$ cat config.mk
export PLATFORM = sky130hd
export DESIGN_NAME = apdu_purse_card_engine_unit_flat
export DESIGN_NICKNAME = d
export VERILOG_FILES = /design/src/apce_pkg.sv /design/src/apce_if.sv /design/src/apce_ram.sv /design/src/apce_ctrl.sv /design/src/apce_dp.sv /design/src/apdu_purse_card_engine_unit.sv /design/src/flat_wrapper.sv
export SDC_FILE = /design/constraint.sdc
export NUM_CORES = 1
export LEC_CHECK = 0
export ABC_AREA = 1
export ABC_CLOCK_PERIOD_IN_PS = 8720
export BUFFER_PORTS_ARGS = -buffer_cell sky130_fd_sc_hd__buf_2
export CAP_MARGIN = 20
export CORE_MARGIN = 1
export CORE_UTILIZATION = 50
export CTS_BUF_LIST = sky130_fd_sc_hd__clkbuf_16
export CTS_CLUSTER_DIAMETER = 150
export DETAILED_ROUTE_END_ITERATION = 10
export PLACE_DENSITY = 0.69
export SLEW_MARGIN = 20
export SYNTH_ARGS = -nofsm -noshare
export SYNTH_HDL_FRONTEND = slang
export SYNTH_HIERARCHICAL = 1
export SYNTH_SLANG_ARGS = --single-unit
$ cat constraint.sdc
create_clock -name clk_i -period 8.72 [get_ports clk_i]
set_input_delay 0.436 -clock clk_i [delete_from_list [all_inputs] [get_ports clk_i]]
set_output_delay 0.436 -clock clk_i [all_outputs]
set_load 0.01 [all_outputs]
$ cat src/apce_pkg.sv
// Types, constants and helper functions of the purse card engine.
package apce_pkg;

  localparam int RECORD_BYTES_DEF  = 32;
  localparam int VERSION_BYTES_DEF = 4;
  localparam int RECORD_COUNT      = 3;

  localparam logic [7:0] CLA_ADMIN = 8'h81;
  localparam logic [7:0] CLA_PURSE = 8'h82;

  localparam logic [7:0] INS_VERSION = 8'h00;
  localparam logic [7:0] INS_BALANCE = 8'h01;
  localparam logic [7:0] INS_DEBIT   = 8'h03;
  localparam logic [7:0] INS_REC_MAX = 8'h06;

  localparam logic [7:0] SW1_OK        = 8'h90;
  localparam logic [7:0] SW1_REFUSED   = 8'h61;
  localparam logic [7:0] SW1_WRONG_LEN = 8'h6C;
  localparam logic [7:0] SW1_BAD_INS   = 8'h6D;
  localparam logic [7:0] SW1_BAD_CLA   = 8'h6E;
  localparam logic [7:0] SW2_NONE      = 8'h00;

  localparam logic [7:0] AMOUNT_LEN = 8'd2;
  localparam logic [2:0] HDR_LAST   = 3'd4;

  typedef enum logic [1:0] {
    PH_HEADER,
    PH_RECORD,
    PH_AMOUNT
  } phase_e;

  typedef enum logic [3:0] {
    CMD_VERSION,
    CMD_WRITE,
    CMD_WRITE_EMPTY,
    CMD_READ,
    CMD_BALANCE,
    CMD_AMOUNT,
    CMD_BAD_LEN,
    CMD_BAD_INS,
    CMD_BAD_CLA
  } cmd_e;

  typedef enum logic [3:0] {
    S_IDLE,
    S_DEC,
    S_ECHO,
    S_VER,
    S_RDATA,
    S_BAL_HI,
    S_BAL_LO,
    S_SW1,
    S_SW2
  } state_e;

  typedef enum logic [2:0] {
    SEL_ECHO,
    SEL_VER,
    SEL_MEM,
    SEL_BAL_HI,
    SEL_BAL_LO,
    SEL_SW1,
    SEL_SW2
  } sel_e;

  typedef struct packed {
    logic take;
    logic start;
    logic emit;
    sel_e sel;
    logic last;
    logic adv;
    logic rd_first;
    logic rd_next;
  } ctl_t;

  typedef struct packed {
    cmd_e kind;
    logic hdr_done;
    logic data_done;
    logic seq_last;
    logic len_zero;
    logic out_free;
  } sts_t;

  function automatic logic [7:0] version_byte(logic [3:0] idx);
    logic [7:0] b;
    case (idx)
      4'd0:    b = 8'h31;
      4'd1:    b = 8'h2E;
      4'd2:    b = 8'h30;
      4'd3:    b = 8'h30;
      default: b = 8'h00;
    endcase
    return b;
  endfunction

endpackage

$ cat src/apce_if.sv
// Valid/ready channel interfaces for received and sent bytes.
interface apce_rx_if;
  logic       valid;
  logic       ready;
  logic [7:0] rx_byte;

  modport source (output valid, output rx_byte, input ready);
  modport sink   (input valid, input rx_byte, output ready);
endinterface

interface apce_tx_if;
  logic       valid;
  logic       ready;
  logic [7:0] tx_byte;
  logic       run_end;

  modport source (output valid, output tx_byte, output run_end, input ready);
  modport sink   (input valid, input tx_byte, input run_end, output ready);
endinterface

$ cat src/apce_ram.sv
// Generic single-write, single-read RAM with registered read data.
module apce_ram #(
  parameter int WIDTH = 8,
  parameter int DEPTH = 96
) (
  input  logic                     clk_i,
  input  logic                     we_i,
  input  logic [$clog2(DEPTH)-1:0] waddr_i,
  input  logic [WIDTH-1:0]         wdata_i,
  input  logic                     re_i,
  input  logic [$clog2(DEPTH)-1:0] raddr_i,
  output logic [WIDTH-1:0]         rdata_o
);

  logic [WIDTH-1:0] mem_q [DEPTH];
  logic [WIDTH-1:0] rdata_q;

  always_ff @(posedge clk_i) begin
    if (we_i) begin
      mem_q[waddr_i] <= wdata_i;
    end
    if (re_i) begin
      rdata_q <= mem_q[raddr_i];
    end
  end

  assign rdata_o = rdata_q;

endmodule

$ cat src/apce_ctrl.sv
// Command sequencer: takes bytes, decodes headers and paces the response bytes.
module apce_ctrl (
  input  logic          clk_i,
  input  logic          rst_ni,
  input  logic          rx_valid_i,
  output logic          rx_ready_o,
  input  apce_pkg::sts_t sts_i,
  output apce_pkg::ctl_t ctl_o
);
  import apce_pkg::*;

  state_e state_q, state_d;
  cmd_e   kind_q, kind_d;

  always_ff @(posedge clk_i or negedge rst_ni) begin
    if (!rst_ni) begin
      state_q <= S_IDLE;
      kind_q  <= CMD_BAD_CLA;
    end else begin
      state_q <= state_d;
      kind_q  <= kind_d;
    end
  end

  always_comb begin
    state_d = state_q;
    kind_d  = kind_q;
    ctl_o   = '0;
    ctl_o.sel = SEL_ECHO;
    case (state_q)
      S_IDLE: begin
        if (rx_valid_i) begin
          ctl_o.take = 1'b1;
          if (sts_i.hdr_done) begin
            state_d = S_DEC;
          end else if (sts_i.data_done) begin
            state_d = S_SW1;
          end
        end
      end
      S_DEC: begin
        ctl_o.start = 1'b1;
        kind_d = sts_i.kind;
        case (sts_i.kind)
          CMD_BAD_LEN, CMD_BAD_INS, CMD_BAD_CLA: state_d = S_SW1;
          default:                               state_d = S_ECHO;
        endcase
      end
      S_ECHO: begin
        if (sts_i.out_free) begin
          ctl_o.emit     = 1'b1;
          ctl_o.sel      = SEL_ECHO;
          ctl_o.last     = (kind_q == CMD_WRITE) || (kind_q == CMD_AMOUNT);
          ctl_o.rd_first = (kind_q == CMD_READ);
          case (kind_q)
            CMD_VERSION:           state_d = S_VER;
            CMD_READ:              state_d = sts_i.len_zero ? S_SW1 : S_RDATA;
            CMD_BALANCE:           state_d = S_BAL_HI;
            CMD_WRITE, CMD_AMOUNT: state_d = S_IDLE;
            default:               state_d = S_SW1;
          endcase
        end
      end
      S_VER: begin
        if (sts_i.out_free) begin
          ctl_o.emit = 1'b1;
          ctl_o.sel  = SEL_VER;
          ctl_o.adv  = 1'b1;
          if (sts_i.seq_last) begin
            state_d = S_SW1;
          end
        end
      end
      S_RDATA: begin
        if (sts_i.out_free) begin
          ctl_o.emit    = 1'b1;
          ctl_o.sel     = SEL_MEM;
          ctl_o.adv     = 1'b1;
          ctl_o.rd_next = 1'b1;
          if (sts_i.seq_last) begin
            state_d = S_SW1;
          end
        end
      end
      S_BAL_HI: begin
        if (sts_i.out_free) begin
          ctl_o.emit = 1'b1;
          ctl_o.sel  = SEL_BAL_HI;
          state_d    = S_BAL_LO;
        end
      end
      S_BAL_LO: begin
        if (sts_i.out_free) begin
          ctl_o.emit = 1'b1;
          ctl_o.sel  = SEL_BAL_LO;
          state_d    = S_SW1;
        end
      end
      S_SW1: begin
        if (sts_i.out_free) begin
          ctl_o.emit = 1'b1;
          ctl_o.sel  = SEL_SW1;
          state_d    = S_SW2;
        end
      end
      S_SW2: begin
        if (sts_i.out_free) begin
          ctl_o.emit = 1'b1;
          ctl_o.sel  = SEL_SW2;
          ctl_o.last = 1'b1;
          state_d    = S_IDLE;
        end
      end
      default: state_d = S_IDLE;
    endcase
  end

  assign rx_ready_o = (state_q == S_IDLE);

endmodule

$ cat src/apce_dp.sv
// Datapath: header fields, record store, purse balance and output register.
module apce_dp #(
  parameter int RECORD_BYTES  = apce_pkg::RECORD_BYTES_DEF,
  parameter int VERSION_BYTES = apce_pkg::VERSION_BYTES_DEF
) (
  input  logic           clk_i,
  input  logic           rst_ni,
  input  apce_pkg::ctl_t ctl_i,
  output apce_pkg::sts_t sts_o,
  input  logic [7:0]     rx_byte_i,
  input  logic           out_ready_i,
  output logic           out_valid_o,
  output logic [7:0]     tx_byte_o,
  output logic           run_end_o
);
  import apce_pkg::*;

  localparam int DEPTH   = RECORD_COUNT * RECORD_BYTES;
  localparam int ADDR_W  = $clog2(DEPTH);
  localparam int LEN_W   = $clog2(RECORD_BYTES + 1);
  localparam int SEQ_MAX = (RECORD_BYTES > 16) ? RECORD_BYTES : 16;
  localparam int SEQ_W   = $clog2(SEQ_MAX + 1);

  logic [7:0]       cls_q, ins_q, len_q, amth_q, sw1_q, sw2_q;
  logic [2:0]       hcnt_q;
  phase_e           phase_q;
  logic [SEQ_W-1:0] idx_q;
  logic [LEN_W-1:0] reclen_q [RECORD_COUNT];
  logic [15:0]      bal_q;
  logic             out_valid_q, end_q;
  logic [7:0]       tx_q;

  logic [2:0]        ins_m1;
  logic [1:0]        rec;
  logic [LEN_W-1:0]  rec_len;
  cmd_e              kind;
  logic [7:0]        sw1_dec, sw2_dec;
  logic              seq_last, out_free;
  logic [SEQ_W-1:0]  rd_idx;
  logic [ADDR_W-1:0] base, waddr, raddr;
  logic              re;
  logic [7:0]        rdata;
  logic              we;
  logic [15:0]       amount;
  logic [16:0]       sum;
  logic              refused;
  logic [7:0]        tx_sel;

  assign ins_m1  = ins_q[2:0] - 3'd1;
  assign rec     = ins_m1[2:1];
  assign rec_len = reclen_q[rec];

  always_comb begin
    kind    = CMD_BAD_CLA;
    sw2_dec = SW2_NONE;
    if (cls_q == CLA_ADMIN) begin
      if (ins_q == INS_VERSION) begin
        if (len_q != 8'(VERSION_BYTES)) begin
          kind    = CMD_BAD_LEN;
          sw2_dec = 8'(VERSION_BYTES);
        end else begin
          kind = CMD_VERSION;
        end
      end else if (ins_q <= INS_REC_MAX) begin
        if (ins_q[0]) begin
          if (len_q > 8'(RECORD_BYTES)) begin
            kind    = CMD_BAD_LEN;
            sw2_dec = 8'(RECORD_BYTES);
          end else if (len_q == 8'd0) begin
            kind = CMD_WRITE_EMPTY;
          end else begin
            kind = CMD_WRITE;
          end
        end else if (len_q != 8'(rec_len)) begin
          kind    = CMD_BAD_LEN;
          sw2_dec = 8'(rec_len);
        end else begin
          kind = CMD_READ;
        end
      end else begin
        kind = CMD_BAD_INS;
      end
    end else if (cls_q == CLA_PURSE) begin
      if ((ins_q >= INS_BALANCE) && (ins_q <= INS_DEBIT)) begin
        if (len_q != AMOUNT_LEN) begin
          kind    = CMD_BAD_LEN;
          sw2_dec = AMOUNT_LEN;
        end else if (ins_q == INS_BALANCE) begin
          kind = CMD_BALANCE;
        end else begin
          kind = CMD_AMOUNT;
        end
      end else begin
        kind = CMD_BAD_INS;
      end
    end
  end

  always_comb begin
    case (kind)
      CMD_BAD_LEN: sw1_dec = SW1_WRONG_LEN;
      CMD_BAD_INS: sw1_dec = SW1_BAD_INS;
      CMD_BAD_CLA: sw1_dec = SW1_BAD_CLA;
      default:     sw1_dec = SW1_OK;
    endcase
  end

  assign seq_last = (8'(idx_q) == (len_q - 8'd1));
  assign out_free = !out_valid_q || out_ready_i;

  assign amount  = {amth_q, rx_byte_i};
  assign sum     = {1'b0, bal_q} + {1'b0, amount};
  assign refused = (ins_q == INS_DEBIT) ? (bal_q < amount) : sum[16];

  assign base   = ADDR_W'(rec) * ADDR_W'(RECORD_BYTES);
  assign rd_idx = idx_q + SEQ_W'(ctl_i.rd_next);
  assign raddr  = base + ADDR_W'(rd_idx);
  assign waddr  = base + ADDR_W'(idx_q);
  assign re     = ctl_i.rd_first || (ctl_i.rd_next && !seq_last);
  assign we     = ctl_i.take && (phase_q == PH_RECORD);

  apce_ram #(
    .WIDTH(8),
    .DEPTH(DEPTH)
  ) u_apce_ram (
    .clk_i   (clk_i),
    .we_i    (we),
    .waddr_i (waddr),
    .wdata_i (rx_byte_i),
    .re_i    (re),
    .raddr_i (raddr),
    .rdata_o (rdata)
  );

  always_ff @(posedge clk_i or negedge rst_ni) begin
    if (!rst_ni) begin
      phase_q  <= PH_HEADER;
      hcnt_q   <= '0;
      idx_q    <= '0;
      bal_q    <= '0;
      reclen_q <= '{default: '0};
    end else if (ctl_i.take) begin
      case (phase_q)
        PH_RECORD: begin
          idx_q <= idx_q + SEQ_W'(1);
          if (seq_last) begin
            reclen_q[rec] <= LEN_W'(len_q);
            phase_q       <= PH_HEADER;
          end
        end
        PH_AMOUNT: begin
          if (idx_q == '0) begin
            idx_q <= SEQ_W'(1);
          end else begin
            phase_q <= PH_HEADER;
            if (!refused) begin
              bal_q <= (ins_q == INS_DEBIT) ? (bal_q - amount) : sum[15:0];
            end
          end
        end
        default: begin
          hcnt_q <= (hcnt_q == HDR_LAST) ? 3'd0 : hcnt_q + 3'd1;
        end
      endcase
    end else if (ctl_i.start) begin
      idx_q <= '0;
      case (kind)
        CMD_WRITE:       phase_q <= PH_RECORD;
        CMD_AMOUNT:      phase_q <= PH_AMOUNT;
        CMD_WRITE_EMPTY: reclen_q[rec] <= '0;
        default:         phase_q <= PH_HEADER;
      endcase
    end else if (ctl_i.adv) begin
      idx_q <= idx_q + SEQ_W'(1);
    end
  end

  always_ff @(posedge clk_i) begin
    if (ctl_i.take) begin
      case (phase_q)
        PH_AMOUNT: begin
          if (idx_q == '0) begin
            amth_q <= rx_byte_i;
          end else begin
            sw1_q <= refused ? SW1_REFUSED : SW1_OK;
            sw2_q <= SW2_NONE;
          end
        end
        PH_RECORD: begin
          sw1_q <= SW1_OK;
          sw2_q <= SW2_NONE;
        end
        default: begin
          case (hcnt_q)
            3'd0:     cls_q <= rx_byte_i;
            3'd1:     ins_q <= rx_byte_i;
            HDR_LAST: len_q <= rx_byte_i;
            default:  ;
          endcase
        end
      endcase
    end else if (ctl_i.start) begin
      sw1_q <= sw1_dec;
      sw2_q <= sw2_dec;
    end
  end

  always_comb begin
    case (ctl_i.sel)
      SEL_ECHO:   tx_sel = ins_q;
      SEL_VER:    tx_sel = version_byte(idx_q[3:0]);
      SEL_MEM:    tx_sel = rdata;
      SEL_BAL_HI: tx_sel = bal_q[15:8];
      SEL_BAL_LO: tx_sel = bal_q[7:0];
      SEL_SW1:    tx_sel = sw1_q;
      SEL_SW2:    tx_sel = sw2_q;
      default:    tx_sel = 8'h00;
    endcase
  end

  always_ff @(posedge clk_i or negedge rst_ni) begin
    if (!rst_ni) begin
      out_valid_q <= 1'b0;
    end else if (ctl_i.emit) begin
      out_valid_q <= 1'b1;
    end else if (out_ready_i) begin
      out_valid_q <= 1'b0;
    end
  end

  always_ff @(posedge clk_i) begin
    if (ctl_i.emit) begin
      tx_q  <= tx_sel;
      end_q <= ctl_i.last;
    end
  end

  assign sts_o.kind      = kind;
  assign sts_o.hdr_done  = (phase_q == PH_HEADER) && (hcnt_q == HDR_LAST);
  assign sts_o.data_done = ((phase_q == PH_RECORD) && seq_last) ||
                           ((phase_q == PH_AMOUNT) && (idx_q != '0));
  assign sts_o.seq_last  = seq_last;
  assign sts_o.len_zero  = (len_q == 8'd0);
  assign sts_o.out_free  = out_free;

  assign out_valid_o = out_valid_q;
  assign tx_byte_o   = tx_q;
  assign run_end_o   = end_q;

endmodule

$ cat src/apdu_purse_card_engine_unit.sv
// Top level of the T=0 purse card engine: sequencer plus datapath.
//
//  channel | dir | payload           | handshake
//  rx_i    | in  | rx_byte[7:0]      | valid/ready
//  tx_o    | out | tx_byte[7:0], run_end | valid/ready
//
// A byte that causes no response leaves rx_i ready. The fifth header byte holds
// rx_i off while the response (up to RECORD_BYTES + 3 bytes) goes out: a decode
// state, then one byte per cycle into the single output register while tx_o
// does not stall. The last data byte of a write, credit or debit holds rx_i off
// while the two status bytes go out. A stall on tx_o holds the sequencer;
// rx_i is taken again while the last byte still waits in the output register.
// Reset is asynchronous; the record store is not cleared.
module apdu_purse_card_engine_unit #(
  parameter int RECORD_BYTES  = apce_pkg::RECORD_BYTES_DEF,
  parameter int VERSION_BYTES = apce_pkg::VERSION_BYTES_DEF
) (
  input  logic      clk_i,
  input  logic      rst_ni,
  apce_rx_if.sink   rx_i,
  apce_tx_if.source tx_o
);
  import apce_pkg::*;

  ctl_t ctl;
  sts_t sts;

  apce_ctrl u_apce_ctrl (
    .clk_i      (clk_i),
    .rst_ni     (rst_ni),
    .rx_valid_i (rx_i.valid),
    .rx_ready_o (rx_i.ready),
    .sts_i      (sts),
    .ctl_o      (ctl)
  );

  apce_dp #(
    .RECORD_BYTES  (RECORD_BYTES),
    .VERSION_BYTES (VERSION_BYTES)
  ) u_apce_dp (
    .clk_i       (clk_i),
    .rst_ni      (rst_ni),
    .ctl_i       (ctl),
    .sts_o       (sts),
    .rx_byte_i   (rx_i.rx_byte),
    .out_ready_i (tx_o.ready),
    .out_valid_o (tx_o.valid),
    .tx_byte_o   (tx_o.tx_byte),
    .run_end_o   (tx_o.run_end)
  );

endmodule

$ cat src/flat_wrapper.sv
// flat-port wrapper written by rule: the top's interface ports become plain ports
module apdu_purse_card_engine_unit_flat import apce_pkg::*;
#(
  parameter int RECORD_BYTES  = apce_pkg::RECORD_BYTES_DEF,
  parameter int VERSION_BYTES = apce_pkg::VERSION_BYTES_DEF
)
  (clk_i, rst_ni, rx_i_valid, rx_i_rx_byte, rx_i_ready, tx_o_valid, tx_o_tx_byte, tx_o_run_end, tx_o_ready);
  apce_rx_if rx_i_i ();
  apce_tx_if tx_o_i ();
  input  logic clk_i;
  input  logic rst_ni;
  input wire logic [$bits(rx_i_i.valid)-1:0] rx_i_valid;
  input wire logic [$bits(rx_i_i.rx_byte)-1:0] rx_i_rx_byte;
  output wire logic [$bits(rx_i_i.ready)-1:0] rx_i_ready;
  output wire logic [$bits(tx_o_i.valid)-1:0] tx_o_valid;
  output wire logic [$bits(tx_o_i.tx_byte)-1:0] tx_o_tx_byte;
  output wire logic [$bits(tx_o_i.run_end)-1:0] tx_o_run_end;
  input wire logic [$bits(tx_o_i.ready)-1:0] tx_o_ready;
  assign rx_i_i.valid = rx_i_valid;
  assign rx_i_i.rx_byte = rx_i_rx_byte;
  assign rx_i_ready = rx_i_i.ready;
  assign tx_o_valid = tx_o_i.valid;
  assign tx_o_tx_byte = tx_o_i.tx_byte;
  assign tx_o_run_end = tx_o_i.run_end;
  assign tx_o_i.ready = tx_o_ready;
  apdu_purse_card_engine_unit #(.RECORD_BYTES(RECORD_BYTES), .VERSION_BYTES(VERSION_BYTES)) u_core (.clk_i(clk_i), .rst_ni(rst_ni), .rx_i(rx_i_i), .tx_o(tx_o_i));
endmodule
==> out/metrics.csv <==
metric,value,unit
status,completed,
worstPathRequired,9.13,ns
vias,27850,
netlist.area_leader.share,62.67,%
cp.arrival,5.27,ns
path_cells,nor2_1 > nand2_2 > nor2_1 > ha_4 > clkinv_8 > buf_12 > o21ai_0 > o211ai_1 > nand3_1 > nand3_1 > nand3_1 > nand2_1,
pwr_density_cell,323.9,nW/um2
finalNetCount,3762,
internal-power,8.288,mW
whs,0.2533,ns
wl,102200,um
synth-edff-count,828,
slowest_stage,clkinv_8,
path_buf_inv,2,
die_x,283.7,um
cpPeakStageDelay,0.68,ns
critPathTopFamily,simple AND/OR/NAND/NOR gates,
cts_made_buffers,92,
ys.warnings.count,6,
pwr-share-clk,26.3,%
grt.overflow.total,0,
numPortBuffers,22,
ys_seq_elements,882,
crit_top_cell,nand3_1,
criticalPathCategory,reg -> reg,
ir_drop,0.0005363,V
period_needed,4.860,ns
power_frac_seq,35.0,%
die-area,80470,um2
post_drt_wl_per_cell,21.24,um
cp_max_fo,219,
cts_resized,0,
power_frac_comb,38.7,%
skew,0.02614,ns
rows,102,
clock-sinks,882,
hold_class,in -> reg,
grt_use_total,25.18,%
grt_pass1_vias,26180,
start_kind,flip-flop,
dp_cells,4639,
initial_core_util,50.88,%
die_y,283.7,um
timing.fmax,205.8,MHz
synthArstFlopShare,6.122,%
routabilityCongestion,0.8947,
io_pins,23,
antenna_found_initial,2,
fillers,6459,
finalHoldViolations,0,
synthTopCellsByCount,"1151 x nand2_1, 828 x edfxtp_1, 580 x nand3_1, 277 x nor2_1, 169 x inv_1",
yosysMostFrequentCell,nand2_1,
p_leak,16.28,nW
post_route_cells_drive_above_1_share,5.968,%
grt_max_degree,220,
tns,0,ns
netlist_top_cells_area,"edfxtp_1 63%, nand2_1 11%, nand3_1 7.3%",
synth_ff_type,edfxtp_1,
cts_root_buffer,clkbuf_16,
route.detailed.drc,0,
viasPerCell,5.789,
switchingPower,5.682,mW
clk_path_buf_depth,3,
firstDrtPassIters,6,
fin_crit_sh,55.73,%
dp_hpwl,60370,um
drt_iter0_markers,3296,
synth.yosys.seq_area_share,66.08,%
switching_share,40.67,%
drv_slew,0,
core,77980,um2
antenna_left,0,
cts_tree,yes,
rsz0062_at_grt,no,
cp-end-kind,flip-flop,
post_cts_buffers,0,
synth_fp_nets,3808,
syn_to_final_growth,8.724,%
final_cells,4811,
worst_slew_pin_slew,1.190,ns
syn-cell-area,39670,um2
clkTransAtPathRegs,0.06,ns
max-cap-violations,0,
syn_area_per_cell,10.60,um2
grt_pass1_wl,156400,um
synth_area_leader_cell,edfxtp_1,
ys_types,56,
netlist_instances,3741,
slew_headroom,20.66,%
finalSetupViolations,0,
totalPowerFinal,13.97,mW
clock_latency,0.66,ns
htree_levels,3,
==> logic make-up (layout without fill, tap and decap cells) <==
family | count (synthesis) | after routing | share of synthesized area [%]
and+or+nand+nor | 2100 | 2100 | 22.38
DFF | 882 | 882 | 66.08
buffers and inverters | 373 | 402 | 4.614
AOI/OAI and AO/OA | 301 | 301 | 4.488
adders and majority gates | 55 | 55 | 1.772
xor gates and xnor gates | 29 | 29 | 0.6403
muxes | 1 | 1 | 0.02523
other | 0 | 1 | 0
==> through the flow <==
stage	util (%)	instance area, um2	setup slack (ns)
floorplan	-	39670	5.860
global placement	51.66	40280	4.036
detailed placement	51.66	40280	4.008
CTS	55.30	43120	4.179
global route	55.31	43130	3.869
finish	55.31	43130	3.860
==> power by group through the flow <==
stage	Sequential, mW	Combinational [mW]	Clock (mW)
detailed placement	4.98	5.29	0
global route	4.90	5.94	3.89
global placement	4.98	5.23	0
CTS	4.89	5.32	3.72
finish	4.89	5.41	3.67
floorplan	4.93	4.01	0
==> repair_timing <==
item / CTS / global route
setup endpoints to repair: 0 / 0
endpoints found under the hold margin: 37 / 0
hold buffers: 1 / 0
==> worst paths after layout <==
| check | from | to | slack [ns] | cells after the start |
|---|---|---|---|---|
| setup / recovery | u_core/u_apce_ctrl/state_q[1] | u_core/u_apce_dp/u_apce_ram/rdata_o[0] | 3.86 | 12 |
| hold / removal | tx_o_ready | u_core/u_apce_dp/out_valid_o | 0.25 | 4 |
| setup reg to reg | u_core/u_apce_ctrl/state_q[1] | u_core/u_apce_dp/u_apce_ram/rdata_o[0] | 3.86 | 12 |
| hold reg to reg | u_core/u_apce_dp/reclen_q[0] | u_core/u_apce_dp/reclen_q[0] | 0.48 | 2 |
| max in group asynchronous | rst_ni | u_core/u_apce_dp/reclen_q[11] | 7.68 | 3 |
| min in group asynchronous | rst_ni | u_core/u_apce_dp/bal_q[8] | 0.46 | 3 |
==> registers in the layout (all words and copies together), names as in the netlist <==
signal / cells
u_core/u_apce_dp/reclen_q: 18
u_core/u_apce_dp/run_end_o: 1
u_core/u_apce_dp/sw2_q: 6
u_core/u_apce_dp/sw1_q: 5
u_core/u_apce_dp/len_q: 8
u_core/u_apce_dp/hcnt_q: 3
u_core/u_apce_ctrl/state_q: 4
u_core/u_apce_dp/u_apce_ram/mem_q: 768
u_core/u_apce_ctrl/kind_q: 4
u_core/u_apce_dp/tx_byte_o: 8
u_core/u_apce_dp/phase_q: 2
u_core/u_apce_dp/u_apce_ram/rdata_o: 8
u_core/u_apce_dp/ins_q: 8
u_core/u_apce_dp/bal_q: 16
u_core/u_apce_dp/out_valid_o: 1
u_core/u_apce_dp/cls_q: 8
u_core/u_apce_dp/amth_q: 8
u_core/u_apce_dp/idx_q: 6
==> routing by layer <==
layer | wire length, um | global-route usage (%) | vias up | part of all wire [%]
met5 | 13 | 0 | - | 0.013
met4 | 3147 | 8.365 | 2 | 3.1
met3 | 9324 | 4.204 | 186 | 9.1
met2 | 47090 | 39.33 | 1311 | 46
met1 | 42600 | 35.87 | 13490 | 42
li1 | - | - | 12860 | -
==> worst min-delay path, cell delays in order <==
cell	delay, ns
buf_2	0.07
inv_1	0.03
nand2_1	0.22
nand2_1	0.09
==> final cells by class <==
class                      count  area, um2  share of cell area (%)
sequential                   882      26220                   60.78
multi-input combinational   2486      11700                   27.13
clock buffer                  93       2327                   5.396
tap                         1040       1301                   3.017
inverter                     181      700.7                   1.624
clock inverter                76      499.2                   1.157
timing repair buffer          52      382.9                  0.8877
antenna                        1      2.502                0.005802
==> layout by cell type, fill, tap and decap left out, types with 3 or more instances in the layout <==
| master | count |
|---|---|
| nand2_1 | 1151 |
| o211ai_1 | 13 |
| clkinv_1 | 19 |
| buf_4 | 35 |
| a221oi_1 | 11 |
| nor2_4 | 4 |
| nand4_1 | 30 |
| o221ai_1 | 8 |
| a31oi_1 | 6 |
| clkinvlp_4 | 3 |
| ha_1 | 51 |
| bufinv_16 | 4 |
| nor3_1 | 23 |
| nand3_1 | 580 |
| nor2_1 | 276 |
| nand2_2 | 13 |
| nand3_2 | 3 |
| o21ai_0 | 110 |
| dfrtp_1 | 53 |
| buf_2 | 14 |
| edfxtp_1 | 828 |
| nor2_2 | 6 |
| clkinv_2 | 13 |
| clkbuf_16 | 93 |
| inv_2 | 9 |
| o21ai_1 | 8 |
| inv_1 | 200 |
| xnor2_1 | 3 |
| xor2_1 | 23 |
| clkinv_8 | 3 |
| o22ai_1 | 3 |
| a21oi_1 | 87 |
| nor4_1 | 3 |
| o31ai_1 | 38 |
(Power assumes the default switching activity.)
